`config.mk`:
```
export PLATFORM = sky130hd
export DESIGN_NAME = sync_token_frame_builder
export DESIGN_NICKNAME = d
export VERILOG_FILES = /design/src/hw/rtl/stfb_pkg.sv /design/src/hw/rtl/sync_token_frame_builder.sv /design/src/hw/rtl/stfb_front.sv /design/src/hw/rtl/stfb_cmd_fifo.sv /design/src/hw/rtl/stfb_back.sv
export SDC_FILE = /design/constraint.sdc
export NUM_CORES = 1
export LEC_CHECK = 0
export BUFFER_PORTS_ARGS = -buffer_cell sky130_fd_sc_hd__clkbuf_2
export CAP_MARGIN = 20
export CELL_PAD_IN_SITES_DETAIL_PLACEMENT = 0
export CELL_PAD_IN_SITES_GLOBAL_PLACEMENT = 1
export CORE_ASPECT_RATIO = 1.4
export CORE_MARGIN = 3
export CORE_UTILIZATION = 30
export CTS_CLUSTER_DIAMETER = 150
export DETAILED_ROUTE_END_ITERATION = 8
export PLACE_DENSITY_LB_ADDON = 0.1
export SLEW_MARGIN = 40
export SYNTH_ARGS = -nofsm -noshare
export SYNTH_HDL_FRONTEND = slang
export SYNTH_SLANG_ARGS = --single-unit
```
`constraint.sdc`:
```
create_clock -name clk_i -period 3.8 [get_ports clk_i]
set_clock_uncertainty 0.15 [all_clocks]
set_input_delay 0.76 -clock clk_i [delete_from_list [all_inputs] [get_ports clk_i]]
set_output_delay 0.76 -clock clk_i [all_outputs]
set_load 0.02 [all_outputs]
```
`src/hw/rtl/stfb_pkg.sv`:
```
// ----------------------------------------------------------------------------
// stfb_pkg
// Shared types and constants of the sync token frame builder.
// ----------------------------------------------------------------------------
`default_nettype none

package stfb_pkg;

  localparam int unsigned MaxPayloadDefault = 1023;
  localparam int unsigned CmdDepthDefault   = 4;
  localparam int unsigned StepW             = 3;

  localparam logic [7:0] SyncHi = 8'hDA;
  localparam logic [7:0] SyncLo = 8'hBA;

  localparam logic ReqStart = 1'b0;
  localparam logic ReqData  = 1'b1;

  localparam logic [1:0] ChanInvalid = 2'd3;

  localparam logic [StepW-1:0] StepSync0 = 3'd0;
  localparam logic [StepW-1:0] StepSync1 = 3'd1;
  localparam logic [StepW-1:0] StepChan  = 3'd2;
  localparam logic [StepW-1:0] StepLenLo = 3'd3;
  localparam logic [StepW-1:0] StepLenHi = 3'd4;
  localparam logic [StepW-1:0] StepLenX  = 3'd5;

  typedef struct packed {
    logic        req_type;
    logic [1:0]  channel_id;
    logic [15:0] payload_length;
    logic [7:0]  data_byte;
  } in_item_t;

  typedef struct packed {
    logic [7:0] tx_byte;
    logic       frame_end;
    logic       error;
    logic       last;
  } res_item_t;

  typedef enum logic [1:0] {
    CmdError,
    CmdStart,
    CmdData
  } cmd_kind_e;

  // One classified request; csum is the frame checksum if close is set.
  typedef struct packed {
    cmd_kind_e   kind;
    logic [1:0]  channel_id;
    logic [15:0] payload_length;
    logic [7:0]  data_byte;
    logic [7:0]  csum;
    logic        close;
  } cmd_t;

endpackage

`default_nettype wire

```
`src/hw/rtl/sync_token_frame_builder.sv`:
```
// ----------------------------------------------------------------------------
// sync_token_frame_builder
// Builds length-prefixed link frames with an XOR checksum, one byte a result.
// ----------------------------------------------------------------------------
// Channel   Handshake        Payload
// request   push / full      in_item_i  (req_type, channel_id, payload_length,
//                                        data_byte)
// result    pop / empty      res_item_o (tx_byte, frame_end, error, last)
//
// A request is classified in the cycle it is accepted and queued as a command
// (queue depth CMD_DEPTH). The back drains one result byte per cycle while the
// results are popped: a start gives 6 bytes (7 for zero length), a data byte 1
// (2 when it closes the frame), an error 1. Input stalls only while the command
// queue is full. Reset clears the frame state, the queue and the result valid flag.
// ----------------------------------------------------------------------------
`default_nettype none

module sync_token_frame_builder #(
  parameter int unsigned MAX_PAYLOAD = stfb_pkg::MaxPayloadDefault,
  parameter int unsigned CMD_DEPTH   = stfb_pkg::CmdDepthDefault
) (
  input  wire logic               clk_i,
  input  wire logic               rst_ni,
  input  wire logic               push,
  output logic                    full,
  input  wire stfb_pkg::in_item_t  in_item_i,
  output logic                    empty,
  input  wire logic               pop,
  output stfb_pkg::res_item_t     res_item_o
);
  import stfb_pkg::*;

  logic cmd_push;
  cmd_t cmd_in;
  cmd_t cmd_out;
  logic cmd_empty;
  logic cmd_pop;

  stfb_front #(
    .MAX_PAYLOAD(MAX_PAYLOAD)
  ) u_front (
    .clk_i     (clk_i),
    .rst_ni    (rst_ni),
    .push_i    (push),
    .full_i    (full),
    .item_i    (in_item_i),
    .cmd_push_o(cmd_push),
    .cmd_o     (cmd_in)
  );

  stfb_cmd_fifo #(
    .DEPTH(CMD_DEPTH)
  ) u_cmd_fifo (
    .clk_i  (clk_i),
    .rst_ni (rst_ni),
    .push_i (cmd_push),
    .data_i (cmd_in),
    .full_o (full),
    .pop_i  (cmd_pop),
    .data_o (cmd_out),
    .empty_o(cmd_empty)
  );

  stfb_back u_back (
    .clk_i      (clk_i),
    .rst_ni     (rst_ni),
    .cmd_valid_i(~cmd_empty),
    .cmd_i      (cmd_out),
    .cmd_pop_o  (cmd_pop),
    .empty_o    (empty),
    .pop_i      (pop),
    .res_item_o (res_item_o)
  );

endmodule

`default_nettype wire

```
`src/hw/rtl/stfb_front.sv`:
```
// ----------------------------------------------------------------------------
// stfb_front
// Accepts requests, checks them against the frame state and issues commands.
// ----------------------------------------------------------------------------
`default_nettype none

module stfb_front #(
  parameter int unsigned MAX_PAYLOAD = stfb_pkg::MaxPayloadDefault
) (
  input  wire logic              clk_i,
  input  wire logic              rst_ni,
  input  wire logic              push_i,
  input  wire logic              full_i,
  input  wire stfb_pkg::in_item_t item_i,
  output logic                   cmd_push_o,
  output stfb_pkg::cmd_t         cmd_o
);
  import stfb_pkg::*;

  localparam int unsigned CntW = $clog2(MAX_PAYLOAD + 1);

  logic            open_q, open_d;
  logic [CntW-1:0] remain_q, remain_d;
  logic [7:0]      xor_q, xor_d;

  logic       accept;
  logic       len_bad;
  logic [7:0] hdr_x;
  logic [7:0] data_x;

  assign accept  = push_i & ~full_i;
  assign len_bad = {1'b0, item_i.payload_length} > 17'(MAX_PAYLOAD);
  // header bytes XOR: the two length bytes cancel against their XOR byte
  assign hdr_x   = SyncHi ^ SyncLo ^ {6'b0, item_i.channel_id};
  assign data_x  = xor_q ^ item_i.data_byte;

  always_comb begin
    open_d   = open_q;
    remain_d = remain_q;
    xor_d    = xor_q;
    cmd_o.kind           = CmdError;
    cmd_o.channel_id     = item_i.channel_id;
    cmd_o.payload_length = item_i.payload_length;
    cmd_o.data_byte      = item_i.data_byte;
    cmd_o.csum           = hdr_x;
    cmd_o.close          = 1'b0;
    if (item_i.req_type == ReqStart) begin
      if (item_i.channel_id != ChanInvalid && !len_bad) begin
        cmd_o.kind = CmdStart;
        if (item_i.payload_length == 16'd0) begin
          cmd_o.close = 1'b1;
          open_d      = 1'b0;
          remain_d    = '0;
          xor_d       = '0;
        end else begin
          open_d   = 1'b1;
          remain_d = item_i.payload_length[CntW-1:0];
          xor_d    = hdr_x;
        end
      end
    end else if (open_q && remain_q != '0) begin
      cmd_o.kind  = CmdData;
      cmd_o.csum  = data_x;
      remain_d    = remain_q - CntW'(1);
      if (remain_q == CntW'(1)) begin
        cmd_o.close = 1'b1;
        open_d      = 1'b0;
        xor_d       = '0;
      end else begin
        xor_d = data_x;
      end
    end
  end

  assign cmd_push_o = accept;

  always_ff @(posedge clk_i or negedge rst_ni) begin
    if (!rst_ni) begin
      open_q   <= 1'b0;
      remain_q <= '0;
      xor_q    <= '0;
    end else if (accept) begin
      open_q   <= open_d;
      remain_q <= remain_d;
      xor_q    <= xor_d;
    end
  end

endmodule

`default_nettype wire

```
`src/hw/rtl/stfb_cmd_fifo.sv`:
```
// ----------------------------------------------------------------------------
// stfb_cmd_fifo
// Short command queue between the front and the back.
// ----------------------------------------------------------------------------
`default_nettype none

module stfb_cmd_fifo #(
  parameter int unsigned DEPTH = stfb_pkg::CmdDepthDefault
) (
  input  wire logic          clk_i,
  input  wire logic          rst_ni,
  input  wire logic          push_i,
  input  wire stfb_pkg::cmd_t data_i,
  output logic               full_o,
  input  wire logic          pop_i,
  output stfb_pkg::cmd_t     data_o,
  output logic               empty_o
);
  import stfb_pkg::*;

  localparam int unsigned PtrW = (DEPTH > 1) ? $clog2(DEPTH) : 1;
  localparam int unsigned CntW = $clog2(DEPTH + 1);

  cmd_t            mem_q [DEPTH];
  logic [PtrW-1:0] wr_ptr_q, rd_ptr_q;
  logic [CntW-1:0] count_q;
  logic            do_push, do_pop;

  assign full_o  = count_q == CntW'(DEPTH);
  assign empty_o = count_q == '0;
  assign do_push = push_i & ~full_o;
  assign do_pop  = pop_i & ~empty_o;
  assign data_o  = mem_q[rd_ptr_q];

  function automatic logic [PtrW-1:0] next_ptr(input logic [PtrW-1:0] p);
    next_ptr = (p == PtrW'(DEPTH - 1)) ? '0 : p + PtrW'(1);
  endfunction

  always_ff @(posedge clk_i or negedge rst_ni) begin
    if (!rst_ni) begin
      wr_ptr_q <= '0;
      rd_ptr_q <= '0;
      count_q  <= '0;
    end else begin
      if (do_push) wr_ptr_q <= next_ptr(wr_ptr_q);
      if (do_pop) rd_ptr_q <= next_ptr(rd_ptr_q);
      if (do_push && !do_pop) begin
        count_q <= count_q + CntW'(1);
      end else if (do_pop && !do_push) begin
        count_q <= count_q - CntW'(1);
      end
    end
  end

  always_ff @(posedge clk_i) begin
    if (do_push) mem_q[wr_ptr_q] <= data_i;
  end

endmodule

`default_nettype wire

```
`src/hw/rtl/stfb_back.sv`:
```
// ----------------------------------------------------------------------------
// stfb_back
// Expands commands into frame bytes and holds them in the result register.
// ----------------------------------------------------------------------------
`default_nettype none

module stfb_back (
  input  wire logic          clk_i,
  input  wire logic          rst_ni,
  input  wire logic          cmd_valid_i,
  input  wire stfb_pkg::cmd_t cmd_i,
  output logic               cmd_pop_o,
  output logic               empty_o,
  input  wire logic          pop_i,
  output stfb_pkg::res_item_t res_item_o
);
  import stfb_pkg::*;

  logic [StepW-1:0] step_q, step_d;
  logic             out_valid_q, out_valid_d;
  res_item_t        out_q, res_d;
  logic             final_step;
  logic             load;

  always_comb begin
    res_d      = '0;
    final_step = 1'b0;
    case (cmd_i.kind)
      CmdStart: begin
        case (step_q)
          StepSync0: res_d.tx_byte = SyncHi;
          StepSync1: res_d.tx_byte = SyncLo;
          StepChan:  res_d.tx_byte = {6'b0, cmd_i.channel_id};
          StepLenLo: res_d.tx_byte = cmd_i.payload_length[7:0];
          StepLenHi: res_d.tx_byte = cmd_i.payload_length[15:8];
          StepLenX: begin
            res_d.tx_byte = cmd_i.payload_length[7:0] ^ cmd_i.payload_length[15:8];
            res_d.last    = cmd_i.close;
            final_step    = ~cmd_i.close;
          end
          default: begin
            // zero-length frame: checksum right after the header
            res_d.tx_byte   = cmd_i.csum;
            res_d.frame_end = 1'b1;
            res_d.last      = 1'b1;
            final_step      = 1'b1;
          end
        endcase
      end
      CmdData: begin
        if (step_q == StepSync0) begin
          res_d.tx_byte = cmd_i.data_byte;
          res_d.last    = ~cmd_i.close;
          final_step    = ~cmd_i.close;
        end else begin
          res_d.tx_byte   = cmd_i.csum;
          res_d.frame_end = 1'b1;
          res_d.last      = 1'b1;
          final_step      = 1'b1;
        end
      end
      default: begin
        res_d.error = 1'b1;
        res_d.last  = 1'b1;
        final_step  = 1'b1;
      end
    endcase
  end

  // advance when the result register is free or being drained
  assign load        = cmd_valid_i & (~out_valid_q | pop_i);
  assign cmd_pop_o   = load & final_step;
  assign out_valid_d = load | (out_valid_q & ~pop_i);
  assign step_d      = final_step ? '0 : step_q + StepW'(1);
  assign empty_o     = ~out_valid_q;
  assign res_item_o  = out_q;

  always_ff @(posedge clk_i or negedge rst_ni) begin
    if (!rst_ni) begin
      out_valid_q <= 1'b0;
      step_q      <= '0;
    end else begin
      out_valid_q <= out_valid_d;
      if (load) step_q <= step_d;
    end
  end

  always_ff @(posedge clk_i) begin
    if (load) out_q <= res_d;
  end

endmodule

`default_nettype wire

```
==> out/results.txt, run 1 <==
Aggregate global-route resource usage = 0.149
Setup Buffers After CTS = 0
Synth-to-Final Area Change = 15.5%
Final period util = 0.845
Slew headroom = 0.519
RSZ-0062 raised after global routing = false
Clk_lat worst skew = 430 ps
Final cell count without fillers = 1031
Longest Clk Path Bufs = 2
H-tree levels = 4
Largest net degree at the start of global routing = 65
Setup_tns = 0 ps
PortBufs = 43
Hold-fix buffers, CTS = 0
Initial antenna violation count = 0
First drt pass iteration count = 6
Total routed wirelength = 22.2 mm
Vias in the first global route = 5460
Top cell type's share of synthesized area = 0.551
Post-CTS Resized = 0
DRC viols = 0
Outcome = finished, final reports clean
Grt ovf = 0
PD cells = 744 mW/mm²
Worst setup EP type = flop
Worst-path cell chain = mux4_2, ha_1, a32oi_1, o211ai_1, nand2_1, ha_1, inv_1, fa_1, xor2_1, nor2_1, xor2_1
Die Wd = 150 µm
Hold Vio Cnt, Final = 0
Synthesized area = 0.00867 mm²
CTS Buf Count = 17
Distinct cells, synth = 56
CTS tree = built
Share of cells above drive strength 1 = 0.220
Commonest cells post-synth = 159 x edfxtp_1, 33 x mux4_2, 30 x dfrtp_1, 30 x nor2_1, 28 x nand2_1
Initial DRC count = 318
Fmax = 0.312 GHz
Final Wtd Congestion = 0.796
Clock Sinks = 189
Post-synthesis sequential area ratio = 0.638
N_diodes = 0
Register Area = 0.00553 mm²
Synth async-reset ratio = 0.159
Worst stage delay on the critical path = 530 ps
Vias/cell = 4.98
Final setup vio count = 0
Area of the die = 0.0310 mm²
Critical Path RT = 4010 ps
Worst hold path type = in2async
First-pass GRT wire length = 33.8 mm
Power Total = 7450 µW
Std-Cell Rows = 73
Mapped Avg Cell Area = 14.8 µm²
Placed Cells incl. Taps = 999
Max capacitance violation total = 0
Worst-path fanout max = 6
Yosys warnings = 0
NumNets Final = 690
Initial Utilization = 0.305
Leak pwr = 0.00349 µW
Fill cells = 2740
Main synth FF type = edfxtp_1
Worst-Margin Slew = 719 ps
Post-Syn Nets = 632
Root buf cell = clkbuf_16
Area of the multi-input gates = 0.00295 mm²
EDFF count, synth = 159
IR drop worst, VDD = 0.371 mV
Clock-pin slew on the worst setup and hold paths = 70 ps
Crit path arrival time = 3420 ps
DRT antenna net count = 0
Crit Path Category = reg2reg
Cell count after synthesis = 585
Final min period = 3210 ps
Worst r2r path cells = 11
Die Y = 207 µm
Yosys reg bits = 189
Worst Setup Start Kind = flop
Synth top area cells = edfxtp_1 55%, dfrtp_1 8.7%, mux4_2 8.6%
Max stage delay cell, worst path = mux4_2
Synth area leader = edfxtp_1
Post-DP HPWL = 15.6 mm
Per-cell routed wire length = 21.5 µm
Pins Over Slew Limit = 0
Vias post-DR = 5134
Most common cell in the synthesized netlist = edfxtp_1
I/O Pins = 44
Core area = 0.0284 mm²
[logic make-up after synthesis]
| group | Yosys count | synth area share |
|---|---|---|
| buffers and inverters | 47 | 0.0225 |
| multiplexers | 52 | 0.108 |
| adder cells (fa/ha/maj) | 16 | 0.0240 |
| AND/OR/NAND/NOR | 132 | 0.0787 |
| flip-flops | 189 | 0.638 |
| XOR/XNOR | 41 | 0.0414 |
| AO/OA/AOI/OAI | 108 | 0.0876 |
[where the power goes]
part / internal, µW / leakage, µW / switching, µW
clock network: 926 / 0.000281 / 812
registers: 2810 / 0.00180 / 248
logic: 1090 / 0.00141 / 1560
total: 4830 / 0.00349 / 2620
[metal layers]
| metal | up-vias | global-route usage | wire length, µm |
|---|---|---|---|
| met1 | 2633 | 0.179 | 9180 |
| met4 | 0 | 0.0414 | 329 |
| li1 | 2399 | - | - |
| met5 | - | 0 | 0 |
| met2 | 82 | 0.270 | 12100 |
| met3 | 20 | 0.0258 | 512 |
[path summary, 6_finish.rpt]
| path | startpoint | to | slack (ps) |
|---|---|---|---|
| min in group clk_i | u_cmd_fifo.count_q[2] | u_cmd_fifo.count_q[2] | 360 |
| min reg2reg | u_cmd_fifo.count_q[2] | u_cmd_fifo.count_q[2] | 360 |
| max reg2reg | u_cmd_fifo.rd_ptr_q[0] | u_cmd_fifo.count_q[2] | 590 |
| min | rst_ni | u_front.xor_q[2] | 160 |
| max | u_cmd_fifo.rd_ptr_q[0] | u_cmd_fifo.count_q[2] | 590 |
| max in group asynchronous | rst_ni | u_cmd_fifo.rd_ptr_q[1] | 2920 |
[sequential cells by signal, indices dropped and copies added, names as in the netlist]
| signal | flops |
|---|---|
| u_front.remain_q | 10 |
| u_cmd_fifo.mem_q | 148 |
| u_cmd_fifo.wr_ptr_q | 2 |
| u_back.step_q | 3 |
| u_cmd_fifo.rd_ptr_q | 2 |
| u_cmd_fifo.count_q | 3 |
| u_front.xor_q | 8 |
| u_back.res_item_o | 11 |
| u_front.open_q | 1 |
| u_back.out_valid_q | 1 |
[cell usage in the layout, fill, tap and decap left out, drive strengths merged, types with 10 or more instances in the layout]
| cell | synthesis | final |
|---|---|---|
| a21oi | 11 | 11 |
| nand3 | 16 | 16 |
| o22ai | 10 | 10 |
| mux4 | 33 | 33 |
| dfrtp | 30 | 30 |
| clkbuf | 12 | 60 |
| inv | 21 | 29 |
| o21ai | 28 | 28 |
| xor2 | 21 | 21 |
| nor2 | 30 | 30 |
| nand2 | 28 | 28 |
| ha | 15 | 15 |
| buf | 14 | 22 |
| edfxtp | 159 | 159 |
| a211oi | 14 | 14 |
| xnor2 | 20 | 20 |
| mux2i | 15 | 15 |
[per-stage QoR]
stage	area (µm²)	utilization	hold WS [ps]	worst slack [ps]
2_1_floorplan	8670	-	306	249
3_3_place_gp	9430	0.332	324	671
3_5_place_dp	9440	0.332	345	583
4_1_cts	10000	0.352	166	579
5_1_grt	10000	0.352	172	260
6_report	10000	0.352	158	591
[area by class of cell]
type	instances	area share
tap	375	0.0469
clock inverter	15	0.0150
clock buffer	17	0.0425
timing repair buffer	65	0.0407
inverter	21	0.00787
sequential	189	0.552
multi-input combinational	349	0.295
[critical path, delay by kind of cell (launching register included)]
| kind | cells | cell delay (ps) |
|---|---|---|
| muxes | 1 | 530 |
| buffers and inverters | 1 | 60 |
| xor gates and xnor gates | 2 | 320 |
| AOI/OAI and AO/OA | 2 | 490 |
| adders and majority gates | 3 | 850 |
| DFF | 1 | 430 |
| and+or+nand+nor | 2 | 300 |
Note: power is estimated with default switching activity, not from simulation.
==> run 2: changes to the inputs <==
clock period = 2.75 ns   (was 3.8 ns; I/O delays follow)
==> run 2 against run 1 <==
The run now ends with setup timing left. Register-to-register slack worse by 680 ps. Critical path depth down 1. Via count grew 4.5%. Highest routed layer unchanged. Largest cell class unchanged. Non-clock buffer count rose by 52. Sequential power grew 37%.
==> out/results.txt, run 2 (synthesized netlist as in run 1, its figures left out) <==
Largest net degree at the start of global routing = 50
First drt pass iteration count = 4
CTS tree = built
Outcome = complete, but fails checks
First-pass GRT wire length = 34.7 mm
Setup ws final = -92.1 ps
Failing checks = setup timing
Synth-to-Final Area Change = 21.3%
Longest Clk Path Bufs = 2
Core area = 0.0284 mm²
Hold Vio Cnt, Final = 0
Final period util = 1.03
Worst-path fanout max = 4
Fin area = 0.0105 mm²
Vias post-DR = 5365
Aggregate global-route resource usage = 0.153
Leak pwr = 0.00376 µW
Post-DP HPWL = 16.0 mm
Root buf cell = clkbuf_16
Clk_lat worst skew = 440 ps
DRC viols = 0
Clock Sinks = 189
Final Wtd Congestion = 0.812
Total routed wirelength = 23.0 mm
Grt ovf = 0
Final setup vio count = 2
Commonest non-fill, non-tap cell in the layout = edfxtp_1
H-tree levels = 4
DRT antenna net count = 0
Met3 usage in global routing = 0.0276
IR drop worst, VDD = 0.466 mV
Initial antenna violation count = 0
Worst Setup Start Kind = flop
Vias/cell = 4.95
I/O Pins = 44
PortBufs = 43
NumNets Final = 742
Leading cell types in the layout, fill and taps excluded = 159 x edfxtp_1, 65 x buf_4, 42 x clkbuf_2
PD cells = 1030 mW/mm²
Crit Path Category = reg2reg
Critical Path RT = 2930 ps
Setup WS pre-CTS = -226 ps
Share of cells above drive strength 1 = 0.291
Power Total = 10900 µW
Max reg flops = 148
Std-Cell Rows = 73
DP Area = 0.00987 mm²
GR peak layer = met2
Clock-pin slew on the worst setup and hold paths = 70 ps
Initial DRC count = 359
Worst hold path type = in2reg
Grt met1 use = 0.184
Reg2Reg Setup Slack = -90 ps
RSZ-0062 raised after global routing = true
Final min period = 2840 ps
Max capacitance violation total = 0
Area of the die = 0.0310 mm²
Die Y = 207 µm
Fill cells = 2704
Fmax = 0.352 GHz
Die Wd = 150 µm
Worst setup EP type = flop
Pins Over Slew Limit = 0
Worst-Margin Slew = 611 ps
Post-layout util = 0.370
Per-cell routed wire length = 21.2 µm
GR Util met2 = 0.273
Slew headroom = 0.588
Worst hold slack = 153 ps
CTS Buf Count = 17
Largest Register = u_cmd_fifo.mem_q
Initial Utilization = 0.305
Vias in the first global route = 5652
N_diodes = 0
Crit path arrival time = 3020 ps
run 2: changes by cell type in the layout (fill, tap and decap cells not counted), moves of 3 or more:
| cell | before | now |
|---|---|---|
| ha_1 | 15 | 12 |
| buf_12 | 2 | 5 |
| inv_2 | 0 | 3 |
| inv_1 | 21 | 18 |
| buf_4 | 20 | 65 |
run 2: layer usage:
layer  wire, µm  vias to the layer above
met5          0                        -
met3        817                       22
met1       9380                     2759
met4        434                        0
met2      12300                       82
li1           -                     2502
run 2: worst paths after layout:
| check | end | depth (start not counted) | from |
|---|---|---|---|
| worst min register to register | u_cmd_fifo.count_q[2] | 1 | u_cmd_fifo.count_q[2] |
| max in group asynchronous | u_cmd_fifo.rd_ptr_q[0] | 2 | rst_ni |
| worst max register to register | u_cmd_fifo.count_q[1] | 10 | u_cmd_fifo.rd_ptr_q[0] |
| min in group asynchronous | u_front.xor_q[2] | 2 | rst_ni |
| worst min-delay path | u_back.out_valid_q | 2 | pop |
| worst max-delay path | u_cmd_fifo.count_q[1] | 10 | u_cmd_fifo.rd_ptr_q[0] |
run 2: area by class of cell:
cell class                      count  area (µm²)  share of cell area
Sequential cell                   189        5530               0.526
Inverter                           21        78.8             0.00750
Tap cell                          375         469              0.0446
Clock buffer                       17         425              0.0405
Multi-Input combinational cell    349        3010               0.286
Timing Repair Buffer              117         866              0.0823
Clock inverter                     15         139              0.0132
run 2: worst max-delay path: stages (launching register included):
cell and delay [ps]:
dfrtp_2 410, mux4_2 560, inv_2 90, ha_4 140, a31oi_1 80, o211ai_1 230, nand2_1 130, ha_2 200
inv_2 50, fa_2 420, mux2_4 270
run 2: power breakdown:
group          switching, µW  leakage, µW  internal, µW
sequential               313      0.00180          3880
clock                   1120     0.000280          1260
combinational           2290      0.00168          1980
run 2: per-stage QoR:
| step | TNS (ps) | std cells |
|---|---|---|
| after global routing | -436 | 1083 |
| after detailed placement | -689 | 1048 |
| after global placement | -591 | 1048 |
| after CTS | -225 | 1083 |
| final | -165 | 1083 |
| after floorplan | -908 | 585 |
run 2: repair_timing:
action                                  in CTS  in global routing
resized for setup                            3                  9
hold buffers                                 1                  0
endpoints found under the setup margin       5                 11
pin swaps                                    5                  0
buffers inserted                             2                  0
gates cloned                                 0                  0
endpoints found under the hold margin       30                  0
==> run 3: changes to the inputs <==
MAX_ROUTING_LAYER = met4   (was not set)
==> run 3 against run 2 <==
The run still ends with setup timing left. Core utilization did not move. Via count is 0.24% lower. Setup slack worse by 3.3 ps. Sequential power about the same. First-iteration DRC count is 7.2% lower. Register-to-register slack hardly changed. Largest power group unchanged.
==> out/results.txt, run 3 (synthesized netlist as in run 1, its figures left out) <==
Root buf cell = clkbuf_16
Largest Register = u_cmd_fifo.mem_q
Worst Setup Start Kind = flop
Setup ws final = -95.4 ps
Outcome = complete, but fails checks
Slew headroom = 0.567
Initial Utilization = 0.305
Hold Vio Cnt, Final = 0
First-pass GRT wire length = 34.8 mm
Vias/cell = 4.94
Largest net degree at the start of global routing = 50
Final setup vio count = 2
DRT antenna net count = 0
Clk_lat worst skew = 440 ps
Per-cell routed wire length = 21.1 µm
Fmax = 0.351 GHz
Final min period = 2850 ps
CTS tree = built
Grt ovf = 0
H-tree levels = 4
Longest Clk Path Bufs = 2
Final period util = 1.03
Clock-pin slew on the worst setup and hold paths = 70 ps
Die Wd = 150 µm
Max reg flops = 148
Total routed wirelength = 22.9 mm
Power Total = 10900 µW
NumNets Final = 742
Vias post-DR = 5352
Crit path arrival time = 3020 ps
Worst setup EP type = flop
Most frequent CP cell = inv_2
Worst Path Buf+Inv = 2
N_diodes = 0
DRC viols = 0
Commonest non-fill, non-tap cell in the layout = edfxtp_1
Worst-path fanout max = 4
Initial DRC count = 333
Vias in the first global route = 5650
CTS Buf Count = 17
Share of cells above drive strength 1 = 0.291
Fin area = 0.0105 mm²
Worst hold path type = in2reg
Pins Over Slew Limit = 0
Max capacitance violation total = 0
I/O Pins = 44
Aggregate global-route resource usage = 0.157
First drt pass iteration count = 4
PortBufs = 43
Reg2Reg Setup Slack = -100 ps
Initial antenna violation count = 0
Critical Path RT = 2930 ps
IR drop worst, VDD = 0.467 mV
Worst stage delay on the critical path = 560 ps
Clock Sinks = 189
Final cell count without fillers = 1083
Worst-path cell chain = mux4_2, inv_2, ha_4, a31oi_1, o211ai_1, nand2_1, ha_2, inv_2, fa_2, mux2_4
Worst-Margin Slew = 643 ps
Std-Cell Rows = 73
Leading cell types in the layout, fill and taps excluded = 159 x edfxtp_1, 65 x buf_4, 42 x clkbuf_2
DP Area = 0.00987 mm²
Leak pwr = 0.00376 µW
Failing checks = setup timing
Final Wtd Congestion = 0.826
Delay-heaviest family, CP = multiplexers
Crit Path Category = reg2reg
PD cells = 1030 mW/mm²
Area of the die = 0.0310 mm²
Placed Cells incl. Taps = 1048
Post-DP HPWL = 16.0 mm
RSZ-0062 raised after global routing = true
Synth-to-Final Area Change = 21.3%
Max stage delay cell, worst path = mux4_2
Core area = 0.0284 mm²
Die Y = 207 µm
[run 3: cell type report]
class | count | area [µm²]
clock inverter | 15 | 139
timing repair buffer | 117 | 866
clock buffer | 17 | 425
sequential | 189 | 5530
inverter | 21 | 78.8
tap | 375 | 469
fill | 2704 | 17900
multi-input combinational | 349 | 3010
[run 3: final timing paths]
| path | startpoint | endpoint | cells past startpoint |
|---|---|---|---|
| max in group asynchronous | rst_ni | u_cmd_fifo.rd_ptr_q[0] | 2 |
| setup reg to reg | u_cmd_fifo.rd_ptr_q[0] | u_cmd_fifo.count_q[1] | 10 |
| min in group asynchronous | rst_ni | u_front.xor_q[2] | 2 |
| hold / removal | pop | u_back.out_valid_q | 2 |
| hold reg to reg | u_cmd_fifo.count_q[2] | u_cmd_fifo.count_q[2] | 1 |
| setup / recovery | u_cmd_fifo.rd_ptr_q[0] | u_cmd_fifo.count_q[1] | 10 |
[run 3: repair_timing]
item / 4_1_cts / 5_1_grt
setup buffers: 2 / 0
hold buffers: 1 / 0
endpoints found under the setup margin: 5 / 11
resized for setup: 3 / 9
endpoints found under the hold margin: 30 / 0
pin swaps: 5 / 0
[run 3: metal layers]
layer	routed length, µm	global-route usage
met1	9490	0.185
met2	12400	0.273
met3	558	0.0267
met4	472	0.0521
met5	0	-
[run 3: worst register-to-register path, cell delays in order, from the launching register on]
cell and delay (ps):
dfrtp_2 410, mux4_2 560, inv_2 90, ha_4 140, a31oi_1 80, o211ai_1 230
nand2_1 130, ha_2 200, inv_2 50, fa_2 420, mux2_4 270
[run 3: through the flow]
| step | hold slack [ps] | utilization | setup slack (ps) | setup TNS (ps) |
|---|---|---|---|---|
| final | 151 | 0.370 | -95.4 | -170 |
| after global routing | 151 | 0.370 | -222 | -437 |
| after detailed placement | 338 | 0.347 | -226 | -689 |
| after global placement | 330 | 0.347 | -157 | -591 |
| after floorplan | 104 | - | -456 | -908 |
| after CTS | 129 | 0.369 | -123 | -225 |
[run 3: where the power goes]
part	switching [µW]	internal, µW
Clock	1120	1260
Sequential	313	3880
Combinational	2280	1980
Total	3720	7130
